===== src/hdl/assert_macros.svh =====
`ifndef ASSERT_MACROS_SVH
`define ASSERT_MACROS_SVH

// property checked on every rising clock edge outside reset
`define CTS_ASSERT(lbl, clk, rst_n, prop) \
    lbl: assert property (@(posedge clk) disable iff (!(rst_n)) (prop)) \
        else $error("cts assertion failed");

// condition in one cycle implies property in the next
`define CTS_ASSERT_NEXT(lbl, clk, rst_n, cond, prop) \
    lbl: assert property (@(posedge clk) disable iff (!(rst_n)) (cond) |=> (prop)) \
        else $error("cts assertion failed");

`endif


===== src/hdl/cts_pkg.sv =====
`timescale 1ns / 1ps

package cts_pkg;

    localparam int MAX_TERMS_DEF = 32;

    localparam int X_W       = 32;
    localparam int SUM_W     = 48;
    localparam int TERMS_W   = 6;
    localparam int TERMS_MAX = (1 << TERMS_W) - 1;
    localparam int CNT_CFG_W = 6;
    localparam int THR_W     = 31;
    localparam int CFG_IDX_W = 2;

    localparam int MAG_W   = 62;
    localparam int Y_W     = 37;
    localparam int RECIP_W = 40;
    localparam int LIMB_W  = 32;
    localparam int PP_W    = LIMB_W + RECIP_W;
    localparam int PROD_W  = 104;
    localparam int ACC_W   = 64;
    localparam int SQ_SH   = 26;
    localparam int FRAC_W  = 28;
    localparam int STEP_W  = 4;

    localparam logic [STEP_W-1:0] STEP_TERM_TOP = 4'd3;
    localparam logic [STEP_W-1:0] STEP_LAST     = 4'd11;

    typedef enum logic [CFG_IDX_W-1:0] {
        CFG_STOP_MODE  = 2'd0,
        CFG_TERM_COUNT = 2'd1,
        CFG_THRESHOLD  = 2'd2
    } t_cfg_idx;

    typedef enum logic [1:0] {
        ST_IDLE,
        ST_RUN,
        ST_DONE
    } t_state;

    typedef enum logic [1:0] {
        SRC_XX,
        SRC_MY,
        SRC_PR
    } t_src;

    typedef enum logic [1:0] {
        POP_NONE,
        POP_CLEAR,
        POP_ADD
    } t_pop;

    typedef enum logic [1:0] {
        RND_NONE,
        RND_Y,
        RND_P1,
        RND_M
    } t_rnd;

    typedef enum logic [1:0] {
        JMP_NEXT,
        JMP_LOOP,
        JMP_DONE
    } t_jmp;

    typedef struct packed {
        t_src              src;
        logic              mul_en;
        logic              a_hi;
        t_pop              pop;
        t_rnd              rnd;
        logic              term;
        t_jmp              jmp;
        logic [STEP_W-1:0] target;
    } t_uword;

    localparam t_uword UW_NOP = '{
        src: SRC_XX, mul_en: 1'b0, a_hi: 1'b0, pop: POP_NONE,
        rnd: RND_NONE, term: 1'b0, jmp: JMP_NEXT, target: '0
    };

    function automatic t_uword ucode(input logic [STEP_W-1:0] step);
        t_uword w;
        w = UW_NOP;
        case (step)
            // y = round(|x|^2 / 2^26)
            4'd0: begin
                w.src = SRC_XX; w.mul_en = 1'b1; w.pop = POP_CLEAR;
            end
            4'd1: begin
                w.pop = POP_ADD;
            end
            4'd2: begin
                w.rnd = RND_Y; w.jmp = JMP_LOOP; w.target = STEP_TERM_TOP;
            end
            // p = round(m * y / 2^28)
            4'd3: begin
                w.src = SRC_MY; w.mul_en = 1'b1; w.pop = POP_CLEAR;
            end
            4'd4: begin
                w.src = SRC_MY; w.mul_en = 1'b1; w.a_hi = 1'b1; w.pop = POP_ADD;
            end
            4'd5: begin
                w.pop = POP_ADD;
            end
            4'd6: begin
                w.rnd = RND_P1;
            end
            // m = round(p * r / 2^40)
            4'd7: begin
                w.src = SRC_PR; w.mul_en = 1'b1; w.pop = POP_CLEAR;
            end
            4'd8: begin
                w.src = SRC_PR; w.mul_en = 1'b1; w.a_hi = 1'b1; w.pop = POP_ADD;
            end
            4'd9: begin
                w.pop = POP_ADD;
            end
            4'd10: begin
                w.rnd = RND_M;
            end
            // accumulate and test
            4'd11: begin
                w.term = 1'b1; w.jmp = JMP_LOOP; w.target = STEP_TERM_TOP;
            end
            default: begin
                w.jmp = JMP_DONE;
            end
        endcase
        return w;
    endfunction

endpackage


===== src/hdl/cts_in_if.sv =====
`timescale 1ns / 1ps

interface cts_in_if;
    logic                              valid;
    logic                              ready;
    logic signed [cts_pkg::X_W-1:0]    x_value;

    modport source (output valid, output x_value, input ready);
    modport sink   (input valid, input x_value, output ready);
endinterface


===== src/hdl/cts_out_if.sv =====
`timescale 1ns / 1ps

interface cts_out_if;
    logic                                valid;
    logic                                ready;
    logic signed [cts_pkg::SUM_W-1:0]    series_sum;
    logic        [cts_pkg::TERMS_W-1:0]  terms_used;
    logic                                limit_hit;

    modport source (output valid, output series_sum, output terms_used, output limit_hit,
                    input ready);
    modport sink   (input valid, input series_sum, input terms_used, input limit_hit,
                    output ready);
endinterface


===== src/hdl/cosine_taylor_series_sum_top.sv =====
// Partial Taylor sum of cos(2x) - 1 for a signed Q3.28 argument.
// Input channel i_x carries one word, x_value; output channel o_res carries
// series_sum (Q19.28, saturated), terms_used and limit_hit. Both use valid/ready.
// Config port: i_cfg_we writes i_cfg_data to register i_cfg_idx
// (0 stop_mode, 1 term_count, 2 accuracy_threshold); write only while idle.
// A microcoded sequencer drives one 32 x 40 bit multiplier: the square of x
// takes 3 steps, then each term takes 9 steps (two multiplies of two partial
// products each, two rounding steps, one accumulate and test).
// The sequencer returns to idle in the same cycle that the result turns valid,
// so the next word can be accepted while the result is still on offer.
// Only one word is in work at a time; ready is high while the sequencer idles.
// The result sits in an output register: a new word is accepted while it
// waits, and if the receiver still stalls when the next result is finished,
// the sequencer holds that result until the output register frees up.
// Reset sets stop_mode 0, term_count 8, accuracy_threshold 268, and empties
// both channels.
`timescale 1ns / 1ps
`include "assert_macros.svh"

module cosine_taylor_series_sum_top #(
    parameter int MAX_TERMS = cts_pkg::MAX_TERMS_DEF
) (
    input  logic                            i_clk,
    input  logic                            i_rst_n,
    input  logic                            i_cfg_we,
    input  logic [cts_pkg::CFG_IDX_W-1:0]   i_cfg_idx,
    input  logic [cts_pkg::THR_W-1:0]       i_cfg_data,
    cts_in_if.sink                          i_x,
    cts_out_if.source                       o_res
);

    localparam int CNT_W  = $clog2(MAX_TERMS + 1);
    localparam int IDX_W  = (MAX_TERMS > 1) ? $clog2(MAX_TERMS) : 1;
    localparam int MAG_W  = cts_pkg::MAG_W;
    localparam int PROD_W = cts_pkg::PROD_W;
    localparam int ACC_W  = cts_pkg::ACC_W;
    localparam int LIMB_W = cts_pkg::LIMB_W;
    localparam int RCP_W  = cts_pkg::RECIP_W;
    localparam int SUM_W  = cts_pkg::SUM_W;

    localparam logic signed [ACC_W:0] ACC_CAP = signed'((ACC_W + 1)'(1) << MAG_W);
    localparam logic [MAG_W-1:0]      MAG_ONE = MAG_W'(1) << cts_pkg::FRAC_W;

    // reciprocal table, round(2^40 / ((2n-1)(2n)))
    logic [RCP_W-1:0] w_recip [MAX_TERMS];

    genvar gi;
    generate
        for (gi = 0; gi < MAX_TERMS; gi++) begin : g_recip
            localparam longint unsigned REC_DEN =
                longint'(2 * gi + 1) * longint'(2 * gi + 2);
            localparam longint unsigned REC_VAL =
                ((64'd1 << RCP_W) + REC_DEN / 2) / REC_DEN;
            assign w_recip[gi] = RCP_W'(REC_VAL);
        end
    endgenerate

    cts_pkg::t_state              r_state, n_state;
    logic [cts_pkg::STEP_W-1:0]   r_step, n_step;
    logic                         r_stop_mode, n_stop_mode;
    logic [cts_pkg::CNT_CFG_W-1:0] r_term_count, n_term_count;
    logic [cts_pkg::THR_W-1:0]    r_threshold, n_threshold;
    logic                         r_ovalid, n_ovalid;
    logic [CNT_W-1:0]             r_n, n_n;

    logic [cts_pkg::X_W-1:0]      r_ax, n_ax;
    logic [cts_pkg::Y_W-1:0]      r_y, n_y;
    logic [MAG_W-1:0]             r_m, n_m;
    logic [MAG_W-1:0]             r_p1, n_p1;
    logic [cts_pkg::PP_W-1:0]     r_pp, n_pp;
    logic                         r_pp_hi, n_pp_hi;
    logic [PROD_W-1:0]            r_prod, n_prod;
    logic signed [ACC_W-1:0]      r_acc, n_acc;
    logic                         r_lim, n_lim;
    logic signed [SUM_W-1:0]      r_osum, n_osum;
    logic [cts_pkg::TERMS_W-1:0]  r_oterms, n_oterms;
    logic                         r_oflag, n_oflag;

    cts_pkg::t_uword              w_uw;
    logic [CNT_W-1:0]             w_limit;
    logic                         w_more;
    logic                         w_stop;
    logic [MAG_W-1:0]             w_opa;
    logic [RCP_W-1:0]             w_opb;
    logic [LIMB_W-1:0]            w_limb;
    logic [cts_pkg::PP_W-1:0]     w_pp;
    logic [PROD_W-1:0]            w_prod_add;
    logic [PROD_W-1:0]            w_rnd_sum;
    logic [PROD_W-1:0]            w_rnd_val;
    logic [MAG_W-1:0]             w_rnd_sat;
    logic signed [ACC_W:0]        w_acc_sum;
    logic signed [ACC_W:0]        w_acc_clip;
    logic                         w_pos_sat;
    logic                         w_neg_sat;
    logic                         w_out_free;

    assign w_uw = cts_pkg::ucode(r_step);

    assign w_limit = r_stop_mode ? CNT_W'(MAX_TERMS) :
                     ((32'(r_term_count) < MAX_TERMS) ? CNT_W'(r_term_count)
                                                      : CNT_W'(MAX_TERMS));
    assign w_more = (r_n < w_limit);
    assign w_stop = r_stop_mode && (r_m < MAG_W'(r_threshold));

    // shared multiplier operands
    always_comb begin
        case (w_uw.src)
            cts_pkg::SRC_XX: begin
                w_opa = MAG_W'(r_ax);
                w_opb = RCP_W'(r_ax);
            end
            cts_pkg::SRC_MY: begin
                w_opa = r_m;
                w_opb = RCP_W'(r_y);
            end
            cts_pkg::SRC_PR: begin
                w_opa = r_p1;
                w_opb = w_recip[r_n[IDX_W-1:0]];
            end
            default: begin
                w_opa = '0;
                w_opb = '0;
            end
        endcase
    end

    assign w_limb = w_uw.a_hi ? LIMB_W'(w_opa[MAG_W-1:LIMB_W]) : w_opa[LIMB_W-1:0];
    assign w_pp   = cts_pkg::PP_W'(w_limb) * cts_pkg::PP_W'(w_opb);

    assign w_prod_add = r_prod + (r_pp_hi ? (PROD_W'(r_pp) << LIMB_W) : PROD_W'(r_pp));

    // round half up, then shift
    always_comb begin
        case (w_uw.rnd)
            cts_pkg::RND_Y: begin
                w_rnd_sum = r_prod + (PROD_W'(1) << (cts_pkg::SQ_SH - 1));
                w_rnd_val = w_rnd_sum >> cts_pkg::SQ_SH;
            end
            cts_pkg::RND_P1: begin
                w_rnd_sum = r_prod + (PROD_W'(1) << (cts_pkg::FRAC_W - 1));
                w_rnd_val = w_rnd_sum >> cts_pkg::FRAC_W;
            end
            cts_pkg::RND_M: begin
                w_rnd_sum = r_prod + (PROD_W'(1) << (RCP_W - 1));
                w_rnd_val = w_rnd_sum >> RCP_W;
            end
            default: begin
                w_rnd_sum = '0;
                w_rnd_val = '0;
            end
        endcase
    end

    assign w_rnd_sat = (|w_rnd_val[PROD_W-1:MAG_W]) ? {MAG_W{1'b1}} : w_rnd_val[MAG_W-1:0];

    // odd terms are negative
    always_comb begin
        if (r_n[0]) begin
            w_acc_sum = {r_acc[ACC_W-1], r_acc} - signed'({{(ACC_W + 1 - MAG_W){1'b0}}, r_m});
        end else begin
            w_acc_sum = {r_acc[ACC_W-1], r_acc} + signed'({{(ACC_W + 1 - MAG_W){1'b0}}, r_m});
        end
        if (w_acc_sum > ACC_CAP) begin
            w_acc_clip = ACC_CAP;
        end else if (w_acc_sum < -ACC_CAP) begin
            w_acc_clip = -ACC_CAP;
        end else begin
            w_acc_clip = w_acc_sum;
        end
    end

    assign w_pos_sat = !r_acc[ACC_W-1] && (|r_acc[ACC_W-2:SUM_W-1]);
    assign w_neg_sat = r_acc[ACC_W-1] && !(&r_acc[ACC_W-2:SUM_W-1]);

    assign w_out_free = !r_ovalid || o_res.ready;

    assign i_x.ready        = (r_state == cts_pkg::ST_IDLE);
    assign o_res.valid      = r_ovalid;
    assign o_res.series_sum = r_osum;
    assign o_res.terms_used = r_oterms;
    assign o_res.limit_hit  = r_oflag;

    always_comb begin
        n_state      = r_state;
        n_step       = r_step;
        n_stop_mode  = r_stop_mode;
        n_term_count = r_term_count;
        n_threshold  = r_threshold;
        n_ovalid     = r_ovalid && !o_res.ready;
        n_n          = r_n;
        n_ax         = r_ax;
        n_y          = r_y;
        n_m          = r_m;
        n_p1         = r_p1;
        n_pp         = r_pp;
        n_pp_hi      = r_pp_hi;
        n_prod       = r_prod;
        n_acc        = r_acc;
        n_lim        = r_lim;
        n_osum       = r_osum;
        n_oterms     = r_oterms;
        n_oflag      = r_oflag;

        if (i_cfg_we) begin
            case (i_cfg_idx)
                cts_pkg::CFG_STOP_MODE:  n_stop_mode  = i_cfg_data[0];
                cts_pkg::CFG_TERM_COUNT: n_term_count = i_cfg_data[cts_pkg::CNT_CFG_W-1:0];
                cts_pkg::CFG_THRESHOLD:  n_threshold  = i_cfg_data;
                default: ;
            endcase
        end

        case (r_state)
            cts_pkg::ST_IDLE: begin
                if (i_x.valid) begin
                    n_ax    = i_x.x_value[cts_pkg::X_W-1] ?
                              cts_pkg::X_W'(~i_x.x_value + 1'b1) : i_x.x_value;
                    n_m     = MAG_ONE;
                    n_acc   = '0;
                    n_n     = '0;
                    n_lim   = 1'b0;
                    n_step  = '0;
                    n_state = cts_pkg::ST_RUN;
                end
            end
            cts_pkg::ST_RUN: begin
                if (w_uw.mul_en) begin
                    n_pp    = w_pp;
                    n_pp_hi = w_uw.a_hi;
                end
                case (w_uw.pop)
                    cts_pkg::POP_CLEAR: n_prod = '0;
                    cts_pkg::POP_ADD:   n_prod = w_prod_add;
                    default: ;
                endcase
                case (w_uw.rnd)
                    cts_pkg::RND_Y:  n_y  = w_rnd_sat[cts_pkg::Y_W-1:0];
                    cts_pkg::RND_P1: n_p1 = w_rnd_sat;
                    cts_pkg::RND_M: begin
                        n_m = w_rnd_sat;
                        n_n = r_n + 1'b1;
                    end
                    default: ;
                endcase
                if (w_uw.term) begin
                    n_acc = ACC_W'(w_acc_clip);
                end
                case (w_uw.jmp)
                    cts_pkg::JMP_NEXT: begin
                        n_step = r_step + 1'b1;
                    end
                    cts_pkg::JMP_LOOP: begin
                        if (w_uw.term && w_stop) begin
                            n_lim   = 1'b0;
                            n_state = cts_pkg::ST_DONE;
                        end else if (w_more) begin
                            n_step = w_uw.target;
                        end else begin
                            n_lim   = r_stop_mode;
                            n_state = cts_pkg::ST_DONE;
                        end
                    end
                    default: begin
                        n_lim   = r_stop_mode;
                        n_state = cts_pkg::ST_DONE;
                    end
                endcase
            end
            cts_pkg::ST_DONE: begin
                if (w_out_free) begin
                    n_ovalid = 1'b1;
                    if (w_pos_sat) begin
                        n_osum = {1'b0, {(SUM_W - 1){1'b1}}};
                    end else if (w_neg_sat) begin
                        n_osum = {1'b1, {(SUM_W - 1){1'b0}}};
                    end else begin
                        n_osum = r_acc[SUM_W-1:0];
                    end
                    n_oterms = (32'(r_n) > cts_pkg::TERMS_MAX) ?
                               cts_pkg::TERMS_W'(cts_pkg::TERMS_MAX) : cts_pkg::TERMS_W'(r_n);
                    n_oflag  = r_lim || w_pos_sat || w_neg_sat;
                    n_state  = cts_pkg::ST_IDLE;
                end
            end
            default: begin
                n_state = cts_pkg::ST_IDLE;
            end
        endcase
    end

    always_ff @(posedge i_clk) begin
        if (!i_rst_n) begin
            r_state      <= cts_pkg::ST_IDLE;
            r_step       <= '0;
            r_stop_mode  <= 1'b0;
            r_term_count <= cts_pkg::CNT_CFG_W'(8);
            r_threshold  <= cts_pkg::THR_W'(268);
            r_ovalid     <= 1'b0;
            r_n          <= '0;
        end else begin
            r_state      <= n_state;
            r_step       <= n_step;
            r_stop_mode  <= n_stop_mode;
            r_term_count <= n_term_count;
            r_threshold  <= n_threshold;
            r_ovalid     <= n_ovalid;
            r_n          <= n_n;
        end
    end

    always_ff @(posedge i_clk) begin
        r_ax     <= n_ax;
        r_y      <= n_y;
        r_m      <= n_m;
        r_p1     <= n_p1;
        r_pp     <= n_pp;
        r_pp_hi  <= n_pp_hi;
        r_prod   <= n_prod;
        r_acc    <= n_acc;
        r_lim    <= n_lim;
        r_osum   <= n_osum;
        r_oterms <= n_oterms;
        r_oflag  <= n_oflag;
    end

    `CTS_ASSERT(a_step_range, i_clk, i_rst_n,
                (r_state != cts_pkg::ST_RUN) || (r_step <= cts_pkg::STEP_LAST))
    `CTS_ASSERT(a_count_bound, i_clk, i_rst_n, 32'(r_n) <= 32'(MAX_TERMS))
    `CTS_ASSERT_NEXT(a_start, i_clk, i_rst_n, i_x.valid && i_x.ready,
                     (r_state == cts_pkg::ST_RUN) && (r_step == '0))
    `CTS_ASSERT_NEXT(a_done_hold, i_clk, i_rst_n,
                     (r_state == cts_pkg::ST_DONE) && r_ovalid && !o_res.ready,
                     r_state == cts_pkg::ST_DONE)

endmodule

===== src/flat_wrapper.sv =====
// flat-port wrapper written by rule: the top's interface ports become plain ports
module cosine_taylor_series_sum_top_flat 
#(
    parameter int MAX_TERMS = cts_pkg::MAX_TERMS_DEF
)
  (i_clk, i_rst_n, i_cfg_we, i_cfg_idx, i_cfg_data, i_x_valid, i_x_x_value, i_x_ready, o_res_valid, o_res_series_sum, o_res_terms_used, o_res_limit_hit, o_res_ready);
  cts_in_if i_x_i ();
  cts_out_if o_res_i ();
  input  logic i_clk;
  input  logic i_rst_n;
  input  logic i_cfg_we;
  input  logic [cts_pkg::CFG_IDX_W-1:0] i_cfg_idx;
  input  logic [cts_pkg::THR_W-1:0] i_cfg_data;
  input wire logic [$bits(i_x_i.valid)-1:0] i_x_valid;
  input wire logic [$bits(i_x_i.x_value)-1:0] i_x_x_value;
  output wire logic [$bits(i_x_i.ready)-1:0] i_x_ready;
  output wire logic [$bits(o_res_i.valid)-1:0] o_res_valid;
  output wire logic [$bits(o_res_i.series_sum)-1:0] o_res_series_sum;
  output wire logic [$bits(o_res_i.terms_used)-1:0] o_res_terms_used;
  output wire logic [$bits(o_res_i.limit_hit)-1:0] o_res_limit_hit;
  input wire logic [$bits(o_res_i.ready)-1:0] o_res_ready;
  assign i_x_i.valid = i_x_valid;
  assign i_x_i.x_value = i_x_x_value;
  assign i_x_ready = i_x_i.ready;
  assign o_res_valid = o_res_i.valid;
  assign o_res_series_sum = o_res_i.series_sum;
  assign o_res_terms_used = o_res_i.terms_used;
  assign o_res_limit_hit = o_res_i.limit_hit;
  assign o_res_i.ready = o_res_ready;
  cosine_taylor_series_sum_top #(.MAX_TERMS(MAX_TERMS)) u_core (.i_clk(i_clk), .i_rst_n(i_rst_n), .i_cfg_we(i_cfg_we), .i_cfg_idx(i_cfg_idx), .i_cfg_data(i_cfg_data), .i_x(i_x_i), .o_res(o_res_i));
endmodule

===== config.mk =====
export PLATFORM = sky130hd
export DESIGN_NAME = cosine_taylor_series_sum_top_flat
export DESIGN_NICKNAME = d
export VERILOG_FILES = /design/src/hdl/cts_pkg.sv /design/src/hdl/cts_in_if.sv /design/src/hdl/cts_out_if.sv /design/src/hdl/cosine_taylor_series_sum_top.sv /design/src/flat_wrapper.sv
export VERILOG_INCLUDE_DIRS = /design/src /design/src/hdl
export SDC_FILE = /design/constraint.sdc
export NUM_CORES = 2
export LEC_CHECK = 0
export ABC_AREA = 1
export BUFFER_PORTS_ARGS = -buffer_cell sky130_fd_sc_hd__buf_2
export CAP_MARGIN = 10
export CORE_UTILIZATION = 60
export CTS_CLUSTER_SIZE = 28
export DETAILED_ROUTE_END_ITERATION = 7
export PLACE_DENSITY_LB_ADDON = 0.2
export SKIP_CTS_REPAIR_TIMING = 1
export SLEW_MARGIN = 20
export SYNTH_ARGS = -nofsm -noshare
export SYNTH_HDL_FRONTEND = slang
export SYNTH_SLANG_ARGS = --single-unit

===== constraint.sdc =====
create_clock -name i_clk -period 9.65 [get_ports i_clk]
set_input_delay 0.965 -clock i_clk [delete_from_list [all_inputs] [get_ports i_clk]]
set_output_delay 0.965 -clock i_clk [all_outputs]
set_load 0.05 [all_outputs]

* Word-level counts from Yosys, hierarchy flattened
Memory sizes are Yosys's and may differ from the RTL's. Index checks and enable logic that the tools add are counted. W data, S select, Z words.
Word-level totals: output and inout port bits 57, memory bits (read-only) 1280, bits of input ports 70, flip-flop bits (word level) 541, memories 1, word-level logic and storage cells 164
Operators by class: bitwise logic cells 2, mux-type cells 50, $mul 1, $add $sub $neg 9, reduce and logical (&&, ||, !) cells 43, equality and inequality tests 32, order comparisons 6
Memory list:
- (no name shown) | depth 32, bits a word 40, read ports 1, clocked after Yosys merged registers in 0, wr ports 0, RTL line cosine_taylor_series_sum_top.sv:118 | w_opb = w_recip[r_n[IDX_W-1:0]];
Operators by type and width (number):
- $mux W64 | 4
- $pmux W78 S3 | 1
- $pmux W104 S2 | 1
- $mux W62 | 3
- $pmux W62 S3 | 1
- $pmux W64 S2 | 1
- $pmux W62 S2 | 1
- $pmux W40 S3 | 1
- $add A104 B104 Y104 | 1
- $add A104 B26 Y104 const B | 1
- $add A104 B28 Y104 const B | 1
- $add A104 B40 Y104 const B | 1
- $mux W104 | 1
- $mux W40 | 2
- $mul A32 B40 Y72 | 1
- $add A64 B63 Y65 | 1
- $gt A65 B64 Y1 const B | 1
- $lt A65 B63 Y1 const B | 1
- $mux W65 | 1
- $sub A64 B63 Y65 | 1
- $lt A62 B31 Y1 | 1
- $mux W48 | 1
- $reduce_or A42 Y1 | 1
- $add A32 B1 Y32 const B | 1
- other kinds (46) | 113

* Longest topological paths before layout
depth after elaboration 8, mapped depth 48, mapped depth without buffers 44

* Worst setup path before layout
OpenSTA, ideal clock, no wires.
path type reg-to-reg, start point reg u_core.r_n[0], end point reg u_core.r_pp[61] (netlist name) (data pin), data required time 9.394 ns, stages on the path, launching flop included 45, library setup time 0.256 ns, slack 0.255 ns, buffers on the path 4, clock period less this slack 9.395 ns, data arrival time 9.139 ns, cell sequence dfxtp_1 inv_1 clkbuf_1 clkbuf_1 clkbuf_1 ha_1 inv_1 nor2_1 nor2_1 inv_1 nor2_1 a2111oi_0 o21ai_1 inv_1 buf_2 nand2_1 fa_1 inv_1 [... 9 more ...] fa_1 inv_1 ha_1 nand2_1 nor2_1 inv_1 nor2_1 inv_1 nor4_1 nand2_1 o2111ai_1 a31oi_1 o21ai_0 nand2_1 inv_1 nor2_1 nand2_1 nand2_1
Between the ends: word-level cells in the longest chain between the ends 6
Ends and longest elaborated chain:
- start: declaration | RTL line cosine_taylor_series_sum_top.sv:64 | logic [CNT_W-1:0] r_n, n_n;
- start signal: assignment | RTL line cosine_taylor_series_sum_top.sv:307 | r_n <= n_n;
- $not A5 Y6 (not written as such) | RTL line cosine_taylor_series_sum_top.sv:118
- $mem_v2 Z32 W40
- $mux W40 (not written as such) (2 in series) | RTL line cosine_taylor_series_sum_top.sv:118
- $pmux W40 S3 | RTL line cosine_taylor_series_sum_top.sv:107 | case (w_uw.src)
- $mul A32 B40 Y72 | RTL line cosine_taylor_series_sum_top.sv:128 | assign w_pp = cts_pkg::PP_W'(w_limb) * cts_pkg::PP_W'(w_opb);
- via u_core.w_pp, one bit | RTL line cosine_taylor_series_sum_top.sv:86 | logic [cts_pkg::PP_W-1:0] w_pp;
- end signal: assignment | RTL line cosine_taylor_series_sum_top.sv:316 | r_pp <= n_pp;
- end: declaration | RTL line cosine_taylor_series_sum_top.sv:70 | logic [cts_pkg::PP_W-1:0] r_pp, n_pp;
The timed path passes the listed nets, and every way through them passes these cells. The select of a mux whose other input is x is not followed. A chain may end at the register's enable or synchronous reset.

* Final worst setup path
start point reg u_core.r_n[4], end point reg u_core.r_pp[60] (netlist name) (data pin)
The elaborated chain is that of the path after synthesis.

==> impl_metrics.ini <==
[drt]
drc_errors = 3
via_count = 83900
first_pass_iters = 8
wirelength_um = 357000
first_iter_violations = 10900
routedWlPerCell_um = 26.0
viasPerCell = 6.10
drtAntennaViolNets = 0

[global_route]
grt_pass1_vias = 82500
antenna_found_initial = 17
grt_overflow_total = 0
track_usage_pct = 49.6
grt_pass1_wl_um = 517000
grt_max_degree = 80

[critical_path]
worst_r2r_path_depth = 31
cpMostUsedCell = fa_1
worstSetupPathType = flop to flop
critPathLaunchType = flop
crit_start = u_core.r_n[4]
critPathCaptureType = flop
crit_arrival_ns = 9.91
critPathRequiredTime_ns = 10.06
r2r-start = u_core.r_n[4]
r2r-end = u_core.r_pp[60]
r2r_slack_ns = 0.15
crit_fanout = 20
cpPeakStageDelay_ns = 0.58
cpMaxStageDelayCell = fa_1

[clocking]
cts_max_level = 2
clk_latency_ns = 0.70
cts_max_path_buffers = 3
cts_tree = built
clk_pin_slew_ns = 0.07
cts_root_buf = clkbuf_16
clock-sinks = 541
cts_inserted_buffers = 57

[run_status]
status = finished, violations left
violations = design-rule violations

[logic_synthesis]
syn_inst = 11500
yosys_warnings = 0
netlist_area_mm2 = 0.0846
synth_flop_cell = edfxtp_1
ys_ff_latch = 541
synthDistinctLibCells = 69
ys_seq_area_share_pct = 18.6
async_reset_ff_share_pct = 0
avgSynthCellArea_um2 = 7.34
synth_edf_count = 490
synth.net_count = 13200

[layout]
multiInputGateArea_mm2 = 0.0581
regArea_mm2 = 0.0157
nets = 13500
fin_area_mm2 = 0.0927
areaGrowthSynthToFinish_pct = 9.61
layout_commonest_cell = inv_1
drive_gt1_share_pct = 7.76
mostFrequentLayoutCells = 2592 x inv_1, 2541 x nand2_1, 1394 x nor2_1
nFillCells = 11900

[min_path]
hp-class = flop to flop
holdPathStages = 2
min_to = u_core.r_threshold[18]
hp-start = u_core.r_threshold[18]

[sta]
slew_violations = 0
finalSetupViolations = 0
worst_slew_pin_slew_ns = 1.21
fin_skew_ns = 0.0586
relSlewSlack_pct = 18.6
period_share_pct = 98.4
layout_min_cycle_time_ns = 9.50
hold_viol_final = 0
fmax_mhz = 105

[floorplan]
start_util_pct = 60.6
die_w_um = 378
die_area_mm2 = 0.143
die_h_um = 378
core_area_mm2 = 0.140
ios = 127
fp-row-count = 137

[placed_design]
gp_congestion = 1.13
place_area_mm2 = 0.0898
port_buffers = 126
dp_hpwl_um = 289000

[run]
cap_violations = 0
## per-stage QoR
step                instances  hold WS, ns  setup slack [ns]  util, %  setup TNS (ns)
detailed placement      13600        0.456            -0.267     64.3           -3.29
global route            13700        0.484           -0.0821     66.4          -0.456
CTS                     13700        0.466            -0.315     65.6           -4.64
finish                  13800        0.463             0.153     66.4               0
global placement        13600        0.447            -0.112     64.3          -0.504
floorplan               11500        0.429             0.255        -               0
## layout make-up
class	instances	area share (%)
multi-input cells	7988	62.6
well taps	1876	2.53
inverters	2655	10.8
diodes	16	0.0432
clock buffers	72	1.63
flip-flops and latches	541	17.0
clock inverters	33	0.325
repair buffers	574	5.07
## kinds of logic after synthesis
| family | share of synthesized area, % |
|---|---|
| AOI/OAI and AO/OA | 10.4 |
| DFF | 18.6 |
| buffers and inverters | 13.5 |
| adders and majority gates | 32.9 |
| and+or+nand+nor | 22.4 |
| xor gates and xnor gates | 2.24 |
## state kept, by name, summed over array words and instances, names as in the netlist, 2 cells and up
signal and flops:
u_core.r_y 37, u_core.r_ax 32, u_core.r_step 4, u_core.o_res.series_sum 48, u_core.r_acc 64, u_core.o_res.terms_used 6
u_core.r_threshold 31, u_core.r_prod 104, u_core.r_pp 72, u_core.r_state 2, u_core.r_term_count 6, u_core.r_m 62
u_core.r_n 6, u_core.r_p1 62
## worst max path at each step
stage	slack [ns]	end	cells past startpoint
2_1_floorplan	0.25	u_core.r_pp[61]	44
3_5_place_dp	-0.27	u_core.r_pp[69]	40
3_3_place_gp	-0.11	u_core.r_pp[69]	40
5_1_grt	-0.08	u_core.r_pp[53]	39
6_report	0.15	u_core.r_pp[60]	31
4_1_cts	-0.32	u_core.r_pp[69]	40
## metal layers
layer	vias up	part of all wire, %	global-route usage, %
li1	36100	-	-
met1	39600	34	59.9
met2	6370	42	74.1
met3	1847	14	15.6
met4	14	9.8	37.4
met5	-	0.027	0.0686
## Yosys cell counts (14+ instances only)
master / number / area share [%]
a211oi_1: 19 / 0.17
a21o_1: 14 / 0.12
a21oi_1: 743 / 4.4
a31oi_1: 63 / 0.47
buf_1: 18 / 0.080
buf_2: 86 / 0.51
clkbuf_1: 223 / 0.99
clkinv_1: 27 / 0.12
dfxtp_1: 51 / 1.2
edfxtp_1: 490 / 17
fa_1: 1077 / 25
ha_1: 501 / 7.4
inv_1: 2605 / 12
inv_2: 23 / 0.10
nand2_1: 2550 / 11
nand3_1: 243 / 1.4
nand3_2: 58 / 0.69
nand3b_1: 27 / 0.24
nand4_1: 100 / 0.74
nor2_1: 1414 / 6.3
nor3_1: 127 / 0.75
nor4_1: 43 / 0.32
o2111ai_1: 19 / 0.20
o211ai_1: 45 / 0.40
o21a_1: 55 / 0.49
o21ai_0: 459 / 2.7
o21bai_1: 28 / 0.25
o22ai_1: 14 / 0.10
o31ai_1: 14 / 0.12
xnor2_1: 56 / 0.58
xor2_1: 160 / 1.7
## critical path: cells and delay by family, from the launching register on
kind | cells | cell delay (ns)
xor+xnor | 1 | 0.15
compound gates | 6 | 1.22
buf+inv | 10 | 1.87
fa+ha+maj | 9 | 4.62
simple gates | 5 | 0.98
flops | 1 | 0.35
Power is not shown: default switching activity piles up to over one toggle a cycle in this logic, so the estimate is an artifact.
